### src/rtl/lts_pkg.sv
// Shared types, constants and helpers of the tone sweep generator.
// No dependencies.
package lts_pkg;

    localparam int FIELD_W   = 16;
    localparam int FREQ_W    = 15;
    localparam int CLK_W     = 22;
    localparam int ITER_W    = 5;

    localparam logic [FREQ_W-1:0] FREQ_MIN  = 15'd20;
    localparam logic [FREQ_W-1:0] FREQ_MAX  = 15'd20000;
    localparam logic [CLK_W-1:0]  CLK_RESET = 22'd1193182;

    localparam logic REQ_START = 1'b0;
    localparam logic REQ_TICK  = 1'b1;

    // quotient bits of the two divisions
    localparam logic [ITER_W-1:0] STEP_ITERS = 5'd15;
    localparam logic [ITER_W-1:0] CLK_ITERS  = 5'd22;

    typedef struct packed {
        logic               req_type;
        logic [FIELD_W-1:0] freq_from;
        logic [FIELD_W-1:0] freq_to;
        logic [FIELD_W-1:0] sweep_len;
    } t_req;

    typedef struct packed {
        logic               speaker_on;
        logic [FREQ_W-1:0]  tone_freq;
        logic [FIELD_W-1:0] timer_divisor;
        logic               sweep_done;
    } t_rsp;

    typedef struct packed {
        logic              start;
        logic [ITER_W-1:0] iters;
    } t_div_cmd;

    function automatic logic [FREQ_W-1:0] clamp_freq(input logic [FIELD_W-1:0] f);
        logic [FREQ_W-1:0] r;
        if (f < FIELD_W'(FREQ_MIN)) begin
            r = FREQ_MIN;
        end else if (f > FIELD_W'(FREQ_MAX)) begin
            r = FREQ_MAX;
        end else begin
            r = f[FREQ_W-1:0];
        end
        return r;
    endfunction

endpackage

### src/rtl/lts_mul.sv
// Bit-serial shift-add multiplier: span times elapsed, one multiplier bit per cycle.
// Uses lts_pkg.
module lts_mul #(
    parameter int MW = 16
) (
    input  logic                           i_clk,
    input  logic                           i_rst_n,
    input  logic                           i_start,
    input  logic [lts_pkg::FREQ_W-1:0]     i_span,
    input  logic [MW-1:0]                  i_mplr,
    output logic                           o_done,
    output logic [lts_pkg::FREQ_W+MW-1:0]  o_prod
);

    localparam int CW = $clog2(MW + 1);

    logic                          r_busy, n_busy;
    logic                          r_done, n_done;
    logic [CW-1:0]                 r_cnt, n_cnt;
    logic [lts_pkg::FREQ_W-1:0]    r_span;
    logic [lts_pkg::FREQ_W-1:0]    r_hi;
    logic [MW-1:0]                 r_lo;
    logic [lts_pkg::FREQ_W:0]      w_sum;

    // add span into the high half when the current multiplier bit is set
    assign w_sum = {1'b0, r_hi} + (r_lo[0] ? {1'b0, r_span} : '0);

    always_comb begin
        n_busy = r_busy;
        n_cnt  = r_cnt;
        n_done = 1'b0;
        if (i_start) begin
            n_busy = 1'b1;
            n_cnt  = CW'(MW);
        end else if (r_busy) begin
            n_cnt = r_cnt - 1'b1;
            if (r_cnt == CW'(1)) begin
                n_busy = 1'b0;
                n_done = 1'b1;
            end
        end
    end

    always_ff @(posedge i_clk) begin
        if (!i_rst_n) begin
            r_busy <= 1'b0;
            r_done <= 1'b0;
            r_cnt  <= '0;
        end else begin
            r_busy <= n_busy;
            r_done <= n_done;
            r_cnt  <= n_cnt;
        end
    end

    always_ff @(posedge i_clk) begin
        if (i_start) begin
            r_span <= i_span;
            r_hi   <= '0;
            r_lo   <= i_mplr;
        end else if (r_busy) begin
            r_hi <= w_sum[lts_pkg::FREQ_W:1];
            r_lo <= {w_sum[0], r_lo[MW-1:1]};
        end
    end

    assign o_done = r_done;
    assign o_prod = {r_hi, r_lo};

endmodule

### src/rtl/lts_div.sv
// Restoring divider, one quotient bit per cycle; shared by both divisions.
// Uses lts_pkg.
module lts_div #(
    parameter int DW = 16
) (
    input  logic                        i_clk,
    input  logic                        i_rst_n,
    input  lts_pkg::t_div_cmd           i_cmd,
    input  logic [DW-1:0]               i_rem,
    input  logic [lts_pkg::CLK_W-1:0]   i_dvd,
    input  logic [DW-1:0]               i_dsr,
    output logic                        o_done,
    output logic [lts_pkg::CLK_W-1:0]   o_quo
);

    logic                              r_busy, n_busy;
    logic                              r_done, n_done;
    logic [lts_pkg::ITER_W-1:0]        r_cnt, n_cnt;
    logic [DW-1:0]                     r_rem;
    logic [DW-1:0]                     r_dsr;
    logic [lts_pkg::CLK_W-1:0]         r_dvd;
    logic [DW:0]                       w_trial;
    logic                              w_fit;
    logic [DW:0]                       w_diff;

    // bring down the next dividend bit, subtract when it fits
    assign w_trial = {r_rem, r_dvd[lts_pkg::CLK_W-1]};
    assign w_fit   = w_trial >= {1'b0, r_dsr};
    assign w_diff  = w_trial - {1'b0, r_dsr};

    always_comb begin
        n_busy = r_busy;
        n_cnt  = r_cnt;
        n_done = 1'b0;
        if (i_cmd.start) begin
            n_busy = 1'b1;
            n_cnt  = i_cmd.iters;
        end else if (r_busy) begin
            n_cnt = r_cnt - 1'b1;
            if (r_cnt == lts_pkg::ITER_W'(1)) begin
                n_busy = 1'b0;
                n_done = 1'b1;
            end
        end
    end

    always_ff @(posedge i_clk) begin
        if (!i_rst_n) begin
            r_busy <= 1'b0;
            r_done <= 1'b0;
            r_cnt  <= '0;
        end else begin
            r_busy <= n_busy;
            r_done <= n_done;
            r_cnt  <= n_cnt;
        end
    end

    always_ff @(posedge i_clk) begin
        if (i_cmd.start) begin
            r_rem <= i_rem;
            r_dsr <= i_dsr;
            r_dvd <= i_dvd;
        end else if (r_busy) begin
            r_rem <= w_fit ? w_diff[DW-1:0] : w_trial[DW-1:0];
            r_dvd <= {r_dvd[lts_pkg::CLK_W-2:0], w_fit};
        end
    end

    assign o_done = r_done;
    assign o_quo  = r_dvd;

endmodule

### src/rtl/linear_tone_sweep_generator_top.sv
// Linear tone sweep generator: sweep state, control sequencer and output register.
// Uses lts_pkg, lts_mul and lts_div.
//
// A start word is taken without a stall and gives no result. A tick word that
// produces a tone holds o_stall high while it passes through the states S_MUL,
// S_DIVS, S_DIVC and S_OUT; the tone word shows on o_valid at the end of that
// stall. The bit-serial multiplier works through DURATION_BITS multiplier bits,
// the shared serial divider then makes 15 quotient bits for the sweep step and
// 22 for the timer divisor, and the output register is loaded last. A tick that
// ends the sweep stalls the input only while in S_OUT; a tick that finds the
// block inactive is taken without a stall. New words also stall while a result
// waits for the output register.
module linear_tone_sweep_generator_top #(
    parameter int DURATION_BITS = 16
) (
    input  logic                        i_clk,
    input  logic                        i_rst_n,
    input  logic                        i_valid,
    output logic                        o_stall,
    input  lts_pkg::t_req               i_data,
    output logic                        o_valid,
    input  logic                        i_stall,
    output lts_pkg::t_rsp               o_data,
    input  logic                        i_cfg_we,
    input  logic [lts_pkg::CLK_W-1:0]   i_cfg_data
);

    localparam int DB   = DURATION_BITS;
    localparam int DIVW = (DB > lts_pkg::FREQ_W) ? DB : lts_pkg::FREQ_W;
    localparam int PW   = lts_pkg::FREQ_W + DB;

    typedef enum logic [4:0] {
        S_IDLE = 5'b00001,
        S_MUL  = 5'b00010,
        S_DIVS = 5'b00100,
        S_DIVC = 5'b01000,
        S_OUT  = 5'b10000
    } t_state;

    t_state                         r_state, n_state;
    logic                           r_active;
    logic [lts_pkg::FREQ_W-1:0]     r_from, r_to, r_freq;
    logic [DB-1:0]                  r_elapsed, r_total;
    logic [lts_pkg::CLK_W-1:0]      r_clk;
    lts_pkg::t_rsp                  r_res, r_odata;
    logic                           r_ovalid;

    logic [DB-1:0]                  w_dur;
    logic                           w_acc, w_start, w_run, w_end, w_tone;
    logic                           w_down;
    logic [lts_pkg::FREQ_W-1:0]     w_span;
    logic                           w_mul_done;
    logic [PW-1:0]                  w_prod;
    lts_pkg::t_div_cmd              w_cmd;
    logic [DIVW-1:0]                w_rem, w_dsr;
    logic [lts_pkg::CLK_W-1:0]      w_dvd;
    logic                           w_div_done;
    logic [lts_pkg::CLK_W-1:0]      w_quo;
    logic [lts_pkg::FIELD_W-1:0]    w_fsum;
    logic [lts_pkg::FREQ_W-1:0]     w_freq;
    logic [lts_pkg::FIELD_W-1:0]    w_tdiv;
    logic                           w_out_free;

    assign w_dur   = DB'(i_data.sweep_len);
    assign w_acc   = i_valid && (r_state == S_IDLE);
    assign w_start = w_acc && (i_data.req_type == lts_pkg::REQ_START) && (w_dur != '0);
    assign w_run   = w_acc && (i_data.req_type == lts_pkg::REQ_TICK) && r_active;
    assign w_end   = w_run && (r_elapsed >= r_total);
    assign w_tone  = w_run && !w_end;

    assign w_down = r_to < r_from;
    assign w_span = w_down ? (r_from - r_to) : (r_to - r_from);

    // apply the step in the sweep direction, then clamp
    assign w_fsum = w_down
        ? (lts_pkg::FIELD_W'(r_from) - lts_pkg::FIELD_W'(w_quo[lts_pkg::FREQ_W-1:0]))
        : (lts_pkg::FIELD_W'(r_from) + lts_pkg::FIELD_W'(w_quo[lts_pkg::FREQ_W-1:0]));
    assign w_freq = lts_pkg::clamp_freq(w_fsum);

    assign w_tdiv = (w_quo[lts_pkg::FIELD_W-1:0] == '0) ? lts_pkg::FIELD_W'(1)
                                                       : w_quo[lts_pkg::FIELD_W-1:0];

    assign w_out_free = !r_ovalid || !i_stall;

    lts_mul #(.MW(DB)) u_mul (
        .i_clk   (i_clk),
        .i_rst_n (i_rst_n),
        .i_start (w_tone),
        .i_span  (w_span),
        .i_mplr  (r_elapsed),
        .o_done  (w_mul_done),
        .o_prod  (w_prod)
    );

    // divider feed: product / total first, then timer clock / frequency
    always_comb begin
        w_cmd.start = 1'b0;
        w_cmd.iters = lts_pkg::STEP_ITERS;
        w_rem       = DIVW'(w_prod[PW-1:lts_pkg::FREQ_W]);
        w_dvd       = {w_prod[lts_pkg::FREQ_W-1:0],
                       (lts_pkg::CLK_W - lts_pkg::FREQ_W)'(0)};
        w_dsr       = DIVW'(r_total);
        if (r_state == S_MUL) begin
            w_cmd.start = w_mul_done;
        end else if (r_state == S_DIVS) begin
            w_cmd.start = w_div_done;
            w_cmd.iters = lts_pkg::CLK_ITERS;
            w_rem       = '0;
            w_dvd       = r_clk;
            w_dsr       = DIVW'(w_freq);
        end
    end

    lts_div #(.DW(DIVW)) u_div (
        .i_clk   (i_clk),
        .i_rst_n (i_rst_n),
        .i_cmd   (w_cmd),
        .i_rem   (w_rem),
        .i_dvd   (w_dvd),
        .i_dsr   (w_dsr),
        .o_done  (w_div_done),
        .o_quo   (w_quo)
    );

    always_comb begin
        n_state = r_state;
        case (r_state)
            S_IDLE: begin
                if (w_tone) begin
                    n_state = S_MUL;
                end else if (w_end) begin
                    n_state = S_OUT;
                end
            end
            S_MUL: begin
                if (w_mul_done) begin
                    n_state = S_DIVS;
                end
            end
            S_DIVS: begin
                if (w_div_done) begin
                    n_state = S_DIVC;
                end
            end
            S_DIVC: begin
                if (w_div_done) begin
                    n_state = S_OUT;
                end
            end
            S_OUT: begin
                if (w_out_free) begin
                    n_state = S_IDLE;
                end
            end
            default: begin
                n_state = S_IDLE;
            end
        endcase
    end

    always_ff @(posedge i_clk) begin
        if (!i_rst_n) begin
            r_state   <= S_IDLE;
            r_active  <= 1'b0;
            r_from    <= '0;
            r_to      <= '0;
            r_elapsed <= '0;
            r_total   <= '0;
            r_clk     <= lts_pkg::CLK_RESET;
            r_ovalid  <= 1'b0;
        end else begin
            r_state <= n_state;
            if (i_cfg_we) begin
                r_clk <= i_cfg_data;
            end
            if (w_start) begin
                r_from    <= lts_pkg::clamp_freq(i_data.freq_from);
                r_to      <= lts_pkg::clamp_freq(i_data.freq_to);
                r_total   <= w_dur;
                r_elapsed <= '0;
                r_active  <= 1'b1;
            end else if (w_end) begin
                r_active <= 1'b0;
            end else if (w_tone) begin
                // multiplier has latched the old count
                r_elapsed <= r_elapsed + 1'b1;
            end
            if (r_state == S_OUT && w_out_free) begin
                r_ovalid <= 1'b1;
            end else if (!i_stall) begin
                r_ovalid <= 1'b0;
            end
        end
    end

    always_ff @(posedge i_clk) begin
        if (w_end) begin
            r_res.speaker_on    <= 1'b0;
            r_res.tone_freq     <= '0;
            r_res.timer_divisor <= '0;
            r_res.sweep_done    <= 1'b1;
        end else if (r_state == S_DIVC && w_div_done) begin
            r_res.speaker_on    <= 1'b1;
            r_res.tone_freq     <= r_freq;
            r_res.timer_divisor <= w_tdiv;
            r_res.sweep_done    <= 1'b0;
        end
        if (r_state == S_DIVS && w_div_done) begin
            r_freq <= w_freq;
        end
        if (r_state == S_OUT && w_out_free) begin
            r_odata <= r_res;
        end
    end

    assign o_stall = (r_state != S_IDLE);
    assign o_valid = r_ovalid;
    assign o_data  = r_odata;

endmodule

### config.mk
export PLATFORM = sky130hd
export DESIGN_NAME = linear_tone_sweep_generator_top
export DESIGN_NICKNAME = d
export VERILOG_FILES = /design/src/rtl/lts_pkg.sv /design/src/rtl/lts_mul.sv /design/src/rtl/lts_div.sv /design/src/rtl/linear_tone_sweep_generator_top.sv
export SDC_FILE = /design/constraint.sdc
export NUM_CORES = 1
export LEC_CHECK = 0
export CORE_AREA = 2 2 166 168
export DETAILED_ROUTE_END_ITERATION = 16
export DIE_AREA = 0 0 168 170
export DONT_BUFFER_PORTS = 1
export MAX_ROUTING_LAYER = met4
export PLACE_DENSITY = 0.73
export SYNTH_ARGS = -nofsm -noshare
export SYNTH_HDL_FRONTEND = slang
export SYNTH_SLANG_ARGS = --single-unit
### constraint.sdc
create_clock -name i_clk -period 9.1 [get_ports i_clk]
set_clock_uncertainty 0.05 [all_clocks]
set_input_delay 1.365 -clock i_clk [delete_from_list [all_inputs] [get_ports i_clk]]
set_output_delay 1.365 -clock i_clk [all_outputs]
set_load 0.05 [all_outputs]
After elaboration in Yosys (flattened, before gate mapping)
Cells that the tools add are included.
{"block": "totals", "ff_bits": 286, "in_bits": 76, "elab_cells": 141}
{"block": "op_classes", "addsub": 9, "magnitude_cmp": 9, "eq_ne": 14, "mux": 49, "bitwise_logic": 5, "reduce_logical": 25}
{"cell": "two-way mux 16 bit", "count": 11}
{"cell": "two-way mux 15 bit", "count": 8}
{"cell": "two-way mux 22 bit", "count": 4}
{"cell": "two-way mux 5 bit", "count": 11}
{"cell": "greater-than comparator 16 x 15 -> 1 bit (second input constant)", "count": 3}
{"cell": "less-than comparator 16 x 5 -> 1 bit (second input constant)", "count": 3}
{"cell": "subtractor 15 bit", "count": 2}
{"cell": "case mux 5 bit (5 select lines)", "count": 1}
{"cell": ">= comparator 17 x 16 -> 1 bit", "count": 1}
{"cell": "adder 15 x 15 -> 16 bit", "count": 1}
{"cell": "adder 15 x 16 -> 16 bit", "count": 1}
{"cell": "adder 16 x 1 -> 16 bit (second input constant)", "count": 1}
{"cell": ">= comparator 16 bit", "count": 1}
{"cell": "zero test 16 bit", "count": 1}
{"cell": "nonzero test 16 bit", "count": 1}
{"cell": "subtractor 15 x 15 -> 16 bit", "count": 1}
{"cell": "subtractor 16 bit", "count": 1}
{"cell": "equality test 5 x 1 -> 1 bit (second input constant)", "count": 3}
{"cell": "less-than comparator 15 bit", "count": 1}
{"cell": "two-way mux 1 bit", "count": 13}
{"cell": "logical AND 1 bit", "count": 10}
{"cell": "subtractor 5 x 1 -> 5 bit (second input constant)", "count": 2}
{"cell": "inequality test 2 x 1 -> 1 bit (second input constant)", "count": 4}
{"cell": "two-way mux 6 bit", "count": 1}
{"cell": "other kinds (15)", "count": 25}

Logic depth before layout (Yosys ltp)
Gate-level depths: netlist of run 1.
{"block": "depth", "ltp_word": 9, "ltp_mapped": 23}

Modules after synthesis
Synthesis of run 1 repeated with hierarchy kept, for this count alone.
{"block": "hier_totals", "cells_unflattened": 1712, "hier_area_um2": 16184.3}
{"mod": "linear_tone_sweep_generator_top", "instances": 1, "cells_per_inst": 1155, "area_per_inst_um2": 9879.5, "seq_area_each_um2": 3923.8}
{"mod": "lts_div", "instances": 1, "cells_per_inst": 327, "area_per_inst_um2": 3661.0, "seq_area_each_um2": 1761.7}
{"mod": "lts_mul", "instances": 1, "cells_per_inst": 230, "area_per_inst_um2": 2643.8, "seq_area_each_um2": 1371.3}

Worst setup path after synthesis of run 1
Ideal clock, no wire load.
{"block": "synth_path", "path_type": "register to register", "from": "reg r_from[12] (netlist bit)", "to": "reg r_freq[9] (netlist bit) (data pin)", "setup_time_ns": 0.255, "arrival_ns": 5.048, "path_slack_ns": 3.747, "stages_incl_launch_ff": 21, "path_buffers": 3, "cell_sequence": "dfxtp_1 > inv_1 > ha_1 > clkbuf_1 > a21o_1 > a221o_1 > or2_1 > o21ai_2 > clkbuf_1 > o41ai_1 > xnor2_1 > ha_1 > buf_6 > a21o_1 > a31o_1 > or3_4 > o2111a_1 > a311oi_4 > o21ai_4 > or3_1 > and2_1"}
{"block": "synth_between", "elab_chain_cells": 5}
{"element": "from (decl)", "line_no": "linear_tone_sweep_generator_top.sv:42", "rtl": "logic [lts_pkg::FREQ_W-1:0] r_from, r_to, r_freq;"}
{"element": "from (signal assigned)", "line_no": "linear_tone_sweep_generator_top.sv:177", "rtl": "r_from <= lts_pkg::clamp_freq(i_data.freq_from);"}
{"element": "adder 15 x 15 -> 16 bit (tied with other cells)", "line_no": "linear_tone_sweep_generator_top.sv:77", "rtl": ": (lts_pkg::FIELD_W'(r_from) + lts_pkg::FIELD_W'(w_quo[lts_pkg::FREQ_W-1:0]));"}
{"element": "two-way mux 16 bit (*)", "line_no": "linear_tone_sweep_generator_top.sv:76", "rtl": "? (lts_pkg::FIELD_W'(r_from) - lts_pkg::FIELD_W'(w_quo[lts_pkg::FREQ_W-1:0]))"}
{"element": "greater-than comparator 16 x 15 -> 1 bit", "line_no": "lts_pkg.sv:44", "rtl": "end else if (f > FIELD_W'(FREQ_MAX)) begin"}
{"element": "two-way mux 15 bit", "line_no": "lts_pkg.sv:44"}
{"element": "two-way mux 15 bit (*)", "line_no": "lts_pkg.sv:42", "rtl": "if (f < FIELD_W'(FREQ_MIN)) begin"}
{"element": "named net w_freq (one bit)", "line_no": "linear_tone_sweep_generator_top.sv:60", "rtl": "logic [lts_pkg::FREQ_W-1:0] w_freq;"}
{"element": "to (signal assigned)", "line_no": "linear_tone_sweep_generator_top.sv:209", "rtl": "r_freq <= w_freq;"}
{"element": "to (decl)", "line_no": "linear_tone_sweep_generator_top.sv:42"}
The timed path passes the listed nets; every way through them passes the cells marked *.
A chain may end at the register's enable or synchronous reset.

Worst setup path after layout of run 1
{"block": "layout_path", "from": "reg r_from[12] (netlist bit)", "to": "reg u_div.r_dsr[6] (data pin)"}
{"block": "layout_between", "elab_chain_cells": 7}
{"element": "adder 15 x 15 -> 16 bit (tied with other cells)", "line_no": "linear_tone_sweep_generator_top.sv:77"}
{"element": "two-way mux 16 bit (*)", "line_no": "linear_tone_sweep_generator_top.sv:76"}
{"element": "greater-than comparator 16 x 15 -> 1 bit", "line_no": "lts_pkg.sv:44"}
{"element": "two-way mux 15 bit", "line_no": "lts_pkg.sv:44"}
{"element": "two-way mux 15 bit (*)", "line_no": "lts_pkg.sv:42"}
{"element": "two-way mux 16 bit (*)", "line_no": "linear_tone_sweep_generator_top.sv:105", "rtl": "end else if (r_state == S_DIVS) begin"}
{"element": "two-way mux 16 bit (*)", "line_no": "linear_tone_sweep_generator_top.sv:103", "rtl": "if (r_state == S_MUL) begin"}
{"element": "named net u_div.i_dsr[6]", "line_no": "lts_div.sv:11", "rtl": "input logic [DW-1:0] i_dsr,"}
{"element": "to (signal assigned)", "line_no": "lts_div.sv:62", "rtl": "r_dsr <= i_dsr;"}
{"element": "to (decl)", "line_no": "lts_div.sv:20", "rtl": "logic [DW-1:0] r_dsr;"}
Marks and branches as above.

==> out/summary.txt, run 1 <==
Area of the mapped netlist = 0.0159 mm²
#FFs+latches synth = 286
Post-CTS Setup Repair Bufs = 0
Final Non-Filler Cells = 2,033
Hold buffer count at cts = 0
Post-synth top area share = 25.1%
Crit Path Class = reg2reg
Hold Path Class = reg2reg
Drc violations = 0
Relative slew slack = 23.2%
Ports = 111
Total CTS buffers = 30
CTS Sinks = 286
CP endpoint kind = flip-flop
Async S/R FF share, synth = 0%
Via density = 6.21
RSZ-0062 raised after global routing = false
Leak pwr = 7.04 nW
Post-synth net total = 1,875
Layout cell share with drive strength beyond 1 = 5.02%
# diodes = 0
Final-report hold violation count = 0
Switching Share = 36.7%
Post-DP HPWL = 31,200 µm
Die footprint = 0.0286 mm²
DR vias = 12,629
CP Launch Type = flip-flop
Fin crit share = 66.7%
Top cells by area, synth = edfxtp_1, dfxtp_1, ha_1
Arr. time, crit path = 6.32 ns
Die width = 168 µm
Main synth FF type = dfxtp_1
Pint = 2.84 mW
GRT overflow = 0
Cells after Synth = 1,695
Sequential area share after synthesis = 44.3%
Total negative slack = 0 ns
Worst Max-Slew Pin Slew = 1.15 ns
Power, Total = 4.49 mW
Sequential power share = 37.6%
Worst skew pair latency = 0.57 ns
Largest net degree at the start of global routing = 66
Rows = 60
Highest Clock Rate = 165 MHz
Max Cap Violations = 0
GR Util All Layers = 29.9%
P_sw = 1.65 mW
Post-synthesis cell type count = 78
Post-route ant nets = 0
Initial antenna violation count = 0
Clock root cell = clkbuf_16
Core area = 0.0267 mm²
Net count, final = 1,848
Status = completed
Starting Density = 59.7%
Clock-pin transition on the worst setup and hold timing paths = 0.06 ns
Placed insts = 1,977
Initial DRT Pass Iterations = 6
Crit Path Max Fanout = 14
First-pass GRT wire length = 65,100 µm
Yosys Warn Count = 0
Resized Gates After CTS = 0
Fin crit period = 6.07 ns
Gate power share = 36.5%
Avg Cell Area, Syn = 9.39 µm²
Post-Route WL = 42,000 µm
Area leader, netlist = edfxtp_1
Peak supply drop = 179 µV
Vias in the first global route = 12,035
Vert. Die Dim = 170 µm
Gp weighted congestion = 0.970
WL/cell = 20.7 µm
EDFF count, synth = 133
Final Max Tran Viols = 0
H-tree levels = 1
Number of DRC markers in iteration 0 = 929
Clock Path Buffers = 3
PwrDens = 262 mW/mm²
Critical path required time = 9.34 ns
# setup viols final = 0
Synth-to-Final Area Change = 7.49%
Clock power share = 25.9%
TritonCTS clock tree = built
Input/output buffers = 0
## cell usage after synthesis, drive strengths merged (23+ instances only)
| master | number |
|---|---|
| a21o | 29 |
| a21oi | 98 |
| a22o | 23 |
| and2 | 24 |
| clkbuf | 64 |
| dfxtp | 153 |
| edfxtp | 133 |
| ha | 99 |
| inv | 103 |
| mux2i | 69 |
| nand2 | 244 |
| nor2 | 105 |
| nor2b | 42 |
| nor3 | 42 |
| o21ai | 70 |
| xnor2 | 42 |
| xor2 | 23 |
## power groups by stage
| stage | clock network [mW] | registers [mW] | logic (mW) |
|---|---|---|---|
| floorplan | 0 | 1.67 | 1.27 |
| global placement | 0 | 1.71 | 1.59 |
| detailed placement | 0 | 1.71 | 1.60 |
| CTS | 1.17 | 1.69 | 1.61 |
| global route | 1.22 | 1.70 | 1.79 |
| finish | 1.16 | 1.69 | 1.64 |
## flip-flops by register name, summed over array words and instances, names as in the netlist, 5 cells and up
signal and flops:
o_data 33, u_mul.r_span 15, u_mul.r_hi 15, r_total 16
u_mul.r_lo 16, r_state 5, u_div.r_cnt 5, r_clk 22
u_div.r_rem 16, u_div.r_dsr 16, r_freq 15, r_res 33
r_elapsed 16, u_div.o_quo 22, u_mul.r_cnt 5, r_from 15
r_to 15
## final timing paths
path	from	to	slack [ns]	cells after the start
worst max-delay path	r_from[12]$_SDFFE_PN0P_	u_div.r_dsr[6]$_DFFE_PP_	3.03	17
worst min-delay path	r_res[1]$_SDFFE_PP0P_	o_data[1]$_DFFE_PP_	0.36	0
worst max register to register	r_from[12]$_SDFFE_PN0P_	u_div.r_dsr[6]$_DFFE_PP_	3.03	17
worst min register to register	r_res[1]$_SDFFE_PP0P_	o_data[1]$_DFFE_PP_	0.36	0
## final cells by class
type | instances | area (µm²)
tap | 341 | 427
timing repair buffer | 15 | 113
clock inverter | 17 | 131
multi-input combinational | 1232 | 8210
inverter | 103 | 387
sequential | 286 | 7060
clock buffer | 39 | 795
fill | 2185 | 9540
## cells in the final DEF (no fill, tap or decap), types with 17 or more instances in the layout
master / netlist / final
mux2i_1: 69 / 69
a21oi_1: 98 / 96
nor2b_1: 42 / 42
dfxtp_1: 153 / 153
nand2b_1: 18 / 18
nand3_1: 21 / 21
nor3_1: 41 / 41
o21ai_0: 60 / 59
nand2_1: 244 / 244
a22o_1: 23 / 23
inv_1: 103 / 103
a21o_1: 29 / 29
nor2_1: 105 / 105
xnor2_1: 42 / 42
o21a_1: 21 / 21
clkbuf_16: 0 / 30
o211ai_1: 17 / 17
xor2_1: 23 / 23
edfxtp_1: 133 / 133
a22oi_1: 18 / 18
and2_1: 24 / 24
o31ai_1: 19 / 19
ha_1: 99 / 99
## worst max-delay path, stage by stage, from the launching register on
cell and delay (ns):
dfxtp_1 0.45, inv_1 0.08, ha_1 0.40, a21o_1 0.23
a221o_1 0.37, or2_1 0.29, o21ai_2 0.68, o31ai_1 0.20
xnor2_1 0.18, ha_1 0.42, a21oi_1 0.40, o22ai_1 0.14
a31oi_1 0.51, o211ai_1 0.18, a211o_1 0.31, o211a_1 0.28
o21ai_2 0.49, o41ai_1 0.14
## kinds of logic after synthesis
logic type	Yosys count	share of synthesized area (%)
compound gates	408	17.6
xor+xnor	65	3.58
fa+ha+maj	104	8.41
buf+inv	177	4.26
flops	286	44.3
mux	72	4.55
simple gates	583	17.3
## per-stage QoR
| stage | hold slack (ns) | instance area, µm² | setup WS, ns | utilization (%) |
|---|---|---|---|---|
| 2_1_floorplan | 0.358 | 15900 | 3.75 | - |
| 3_3_place_gp | 0.363 | 16200 | 3.18 | 60.7 |
| 3_5_place_dp | 0.365 | 16200 | 3.08 | 60.7 |
| 4_1_cts | 0.360 | 17100 | 3.07 | 64.2 |
| 5_1_grt | 0.367 | 17100 | 2.70 | 64.2 |
| 6_report | 0.362 | 17100 | 3.03 | 64.2 |
## metal layers
layer	vias up	wire, µm	GRT usage [%]
li1	6051	-	-
met1	6001	17700	38.3
met2	491	19000	47.0
met3	86	3900	7.40
met4	0	1390	9.15
met5	-	0	-
No activity file was read; power rests on OpenSTA's default activity.
==> inputs of run 2 (changes only) <==
Settings changed: ABC_AREA set to 1.
Clock period 9.1 ns to 6.2 ns, I/O delays scaled along.
==> out/summary.txt, run 2 <==
Status = completed (unchanged)
Post-layout util = 64.6% (was 64.2%)
Leak pwr = 7.68 nW (was 7.04 nW)
Die width = 168 µm (unchanged)
Cells after Synth = 2,000 (was 1,695)
# setup viols final = 0 (unchanged)
Most numerous cell in the Yosys netlist = nand2_1 (unchanged)
Vert. Die Dim = 170 µm (unchanged)
Input/output buffers = 0 (unchanged)
GRT overflow = 0 (unchanged)
Crit Path Class = reg2reg (unchanged)
Sequential area share after synthesis = 44.3% (about the same)
Resized Gates After CTS = 0 (unchanged)
Vias in the first global route = 12,667 (was 12,035)
Core area = 0.0267 mm² (unchanged)
Fin crit share = 90.8% (was 66.7%)
Post-synth top area share = 25.1% (about the same)
Die footprint = 0.0286 mm² (unchanged)
Post-DP HPWL = 33,500 µm (was 31,200 µm)
Net count, final = 2,161 (was 1,848)
Hold Path Class = reg2reg (unchanged)
Area of the mapped netlist = 0.0159 mm² (about the same)
Total negative slack = 0 ns (unchanged)
Layout cell share with drive strength beyond 1 = 6.44% (was 5.02%)
CP endpoint kind = flip-flop (unchanged)
Area leader, netlist = edfxtp_1 (unchanged)
H-tree levels = 1 (unchanged)
Initial antenna violation count = 1 (was 0)
Max Cap Violations = 0 (unchanged)
Largest net degree at the start of global routing = 57 (was 66)
Most frequent cells in the layout = nand2_1, inv_1, o21ai_0, dfxtp_1, a21oi_1 (was nand2_1, dfxtp_1, edfxtp_1, nor2_1, inv_1)
Relative slew slack = 30.6% (was 23.2%)
Most common library cells after synthesis = nand2_1, inv_1, o21ai_0, dfxtp_1, a21oi_1 (was nand2_1, dfxtp_1, edfxtp_1, nor2_1, inv_1)
Worst Max-Slew Pin Slew = 1.04 ns (was 1.15 ns)
Gp weighted congestion = 1.04 (was 0.970)
WL/cell = 18.4 µm (was 20.7 µm)
Crit Path Max Fanout = 17 (was 14)
DR vias = 13,431 (was 12,629)
Number of DRC markers in iteration 0 = 1,148 (was 929)
Fin crit period = 5.63 ns (was 6.07 ns)
Final Max Tran Viols = 0 (unchanged)
Starting Density = 59.8% (was 59.7%)
First-pass GRT wire length = 67,700 µm (was 65,100 µm)
Post-synthesis cell type count = 58 (was 78)
Ports = 111 (unchanged)
Post-Route WL = 43,200 µm (was 42,000 µm)
TritonCTS clock tree = built (unchanged)
Synth-to-Final Area Change = 8.02% (was 7.49%)
CP Launch Type = flip-flop (unchanged)
Peak supply drop = 293 µV (was 179 µV)
Main synth FF type = dfxtp_1 (unchanged)
Post-route ant nets = 0 (unchanged)
#FFs+latches synth = 286 (unchanged)
Final-report hold violation count = 0 (unchanged)
PwrDens = 426 mW/mm² (was 262 mW/mm²)
EDFF count, synth = 133 (unchanged)
Arr. time, crit path = 5.90 ns (was 6.32 ns)
Yosys Warn Count = 0 (unchanged)
Post-synth net total = 2,180 (was 1,875)
Avg Cell Area, Syn = 7.97 µm² (was 9.39 µm²)
Clock Path Buffers = 3 (unchanged)
Hold buffer count at cts = 0 (unchanged)
Commonest non-fill, non-tap cell in the layout = nand2_1 (unchanged)
Clock root cell = clkbuf_16 (unchanged)
RSZ-0062 raised after global routing = false (unchanged)
Initial DRT Pass Iterations = 5 (was 6)
Clock-pin transition on the worst setup and hold timing paths = 0.06 ns (about the same)
Drc violations = 0 (unchanged)
Async S/R FF share, synth = 0% (unchanged)
Rows = 60 (unchanged)
Highest Clock Rate = 178 MHz (was 165 MHz)
CTS Sinks = 286 (unchanged)
Total CTS buffers = 31 (was 30)
Worst skew pair latency = 0.58 ns (was 0.57 ns)
Critical path required time = 6.47 ns (was 9.34 ns)
GR Util All Layers = 31.3% (was 29.9%)
Top cells by area, synth = edfxtp_1, dfxtp_1, nand2_1 (was edfxtp_1, dfxtp_1, ha_1)
Via density = 5.72 (was 6.21)
Post-CTS Setup Repair Bufs = 0 (unchanged)
==> run 2: cell count changes in the layout (fill, tap and decap cells not counted), moves of 23 or more <==
cell,previous run,this run
a21o_1,29,4
mux2i_1,69,2
nand3_1,21,87
o21ai_0,59,154
a22o_1,23,0
inv_1,103,273
a21oi_1,96,147
nor2b_1,42,0
nand2_1,244,488
==> run 2: through the flow <==
stage / setup slack (ns) / instances / cell area, µm² / hold slack (ns) / power (mW)
after floorplan: 2.33 / 2000 / 15900 / 0.353 / 4.58
after global placement: 0.566 / 2289 / 16100 / 0.361 / 5.37
after detailed placement: 0.609 / 2289 / 16100 / 0.368 / 5.38
after CTS: 0.596 / 2345 / 17200 / 0.379 / 7.31
after global routing: 0.225 / 2346 / 17200 / 0.390 / 7.77
final: 0.570 / 2347 / 17200 / 0.381 / 7.33
==> run 2: area by class of cell <==
| class | instances | area, µm² |
|---|---|---|
| well taps | 341 | 427 |
| fillers | 2357 | 9430 |
| inverters | 293 | 1100 |
| flip-flops and latches | 286 | 7060 |
| diodes | 2 | 5.00 |
| clock inverters | 20 | 264 |
| multi-input cells | 1362 | 7500 |
| clock buffers | 36 | 805 |
| repair buffers | 7 | 52.6 |
==> run 2: per-layer routing <==
metal  global-route usage, %  routed length, µm  vias to the layer above
met5                       -                  0                        -
met4                    10.8               1560                        0
met3                    5.58               3600                       90
met2                    49.4              19600                      513
met1                    40.9              18400                     6265
li1                        -                  -                     6563
==> run 2: path summary, 6_finish.rpt <==
kind                                from                        end  slack (ns)  cells after the start
setup / recovery  r_from[7]$_SDFFE_PN0P_  u_div.r_dsr[10]$_DFFE_PP_        0.57                     27
hold / removal    r_res[12]$_SDFFE_PP0P_       o_data[12]$_DFFE_PP_        0.38                      0
setup reg to reg  r_from[7]$_SDFFE_PN0P_  u_div.r_dsr[10]$_DFFE_PP_        0.57                     27
hold reg to reg   r_res[12]$_SDFFE_PP0P_       o_data[12]$_DFFE_PP_        0.38                      0
==> run 2: logic make-up (layout without fill, tap and decap cells) <==
group	count (synthesis)	after routing	synth area share (%)
buf+inv	352	356	8.67
other cells	0	2	0
compound gates	400	400	13.9
simple gates	800	800	21.5
fa+ha+maj	104	104	8.40
flops	286	286	44.3
mux	2	2	0.126
xor+xnor	56	56	3.08
==> run 2: critical path, stage by stage, from the launching register on <==
cell,delay (ns)
dfxtp_1,0.42
inv_1,0.11
ha_1,0.44
nand2_1,0.12
inv_2,0.08
nand2_1,0.09
nor3_2,0.11
nand2_1,0.08
nand2_1,0.47
inv_2,0.29
o21ai_0,0.18
xor2_1,0.41
inv_1,0.16
ha_1,0.45
nand2_1,0.15
nor2_1,0.23
and2_1,0.18
nand2_1,0.06
nand3_1,0.10
nand2_1,0.07
nand2_1,0.11
nand3_2,0.17
nand2_1,0.13
nand2_2,0.07
nand2_4,0.17
nand2_1,0.20
nand2_1,0.15
o21ai_0,0.09
==> run 2: report_power, final <==
part           switching, mW  total, mW  internal, mW
registers              0.183       2.49          2.30
clock network          0.781       1.93          1.15
logic                   2.01       2.92         0.908
total                   2.98       7.33          4.36
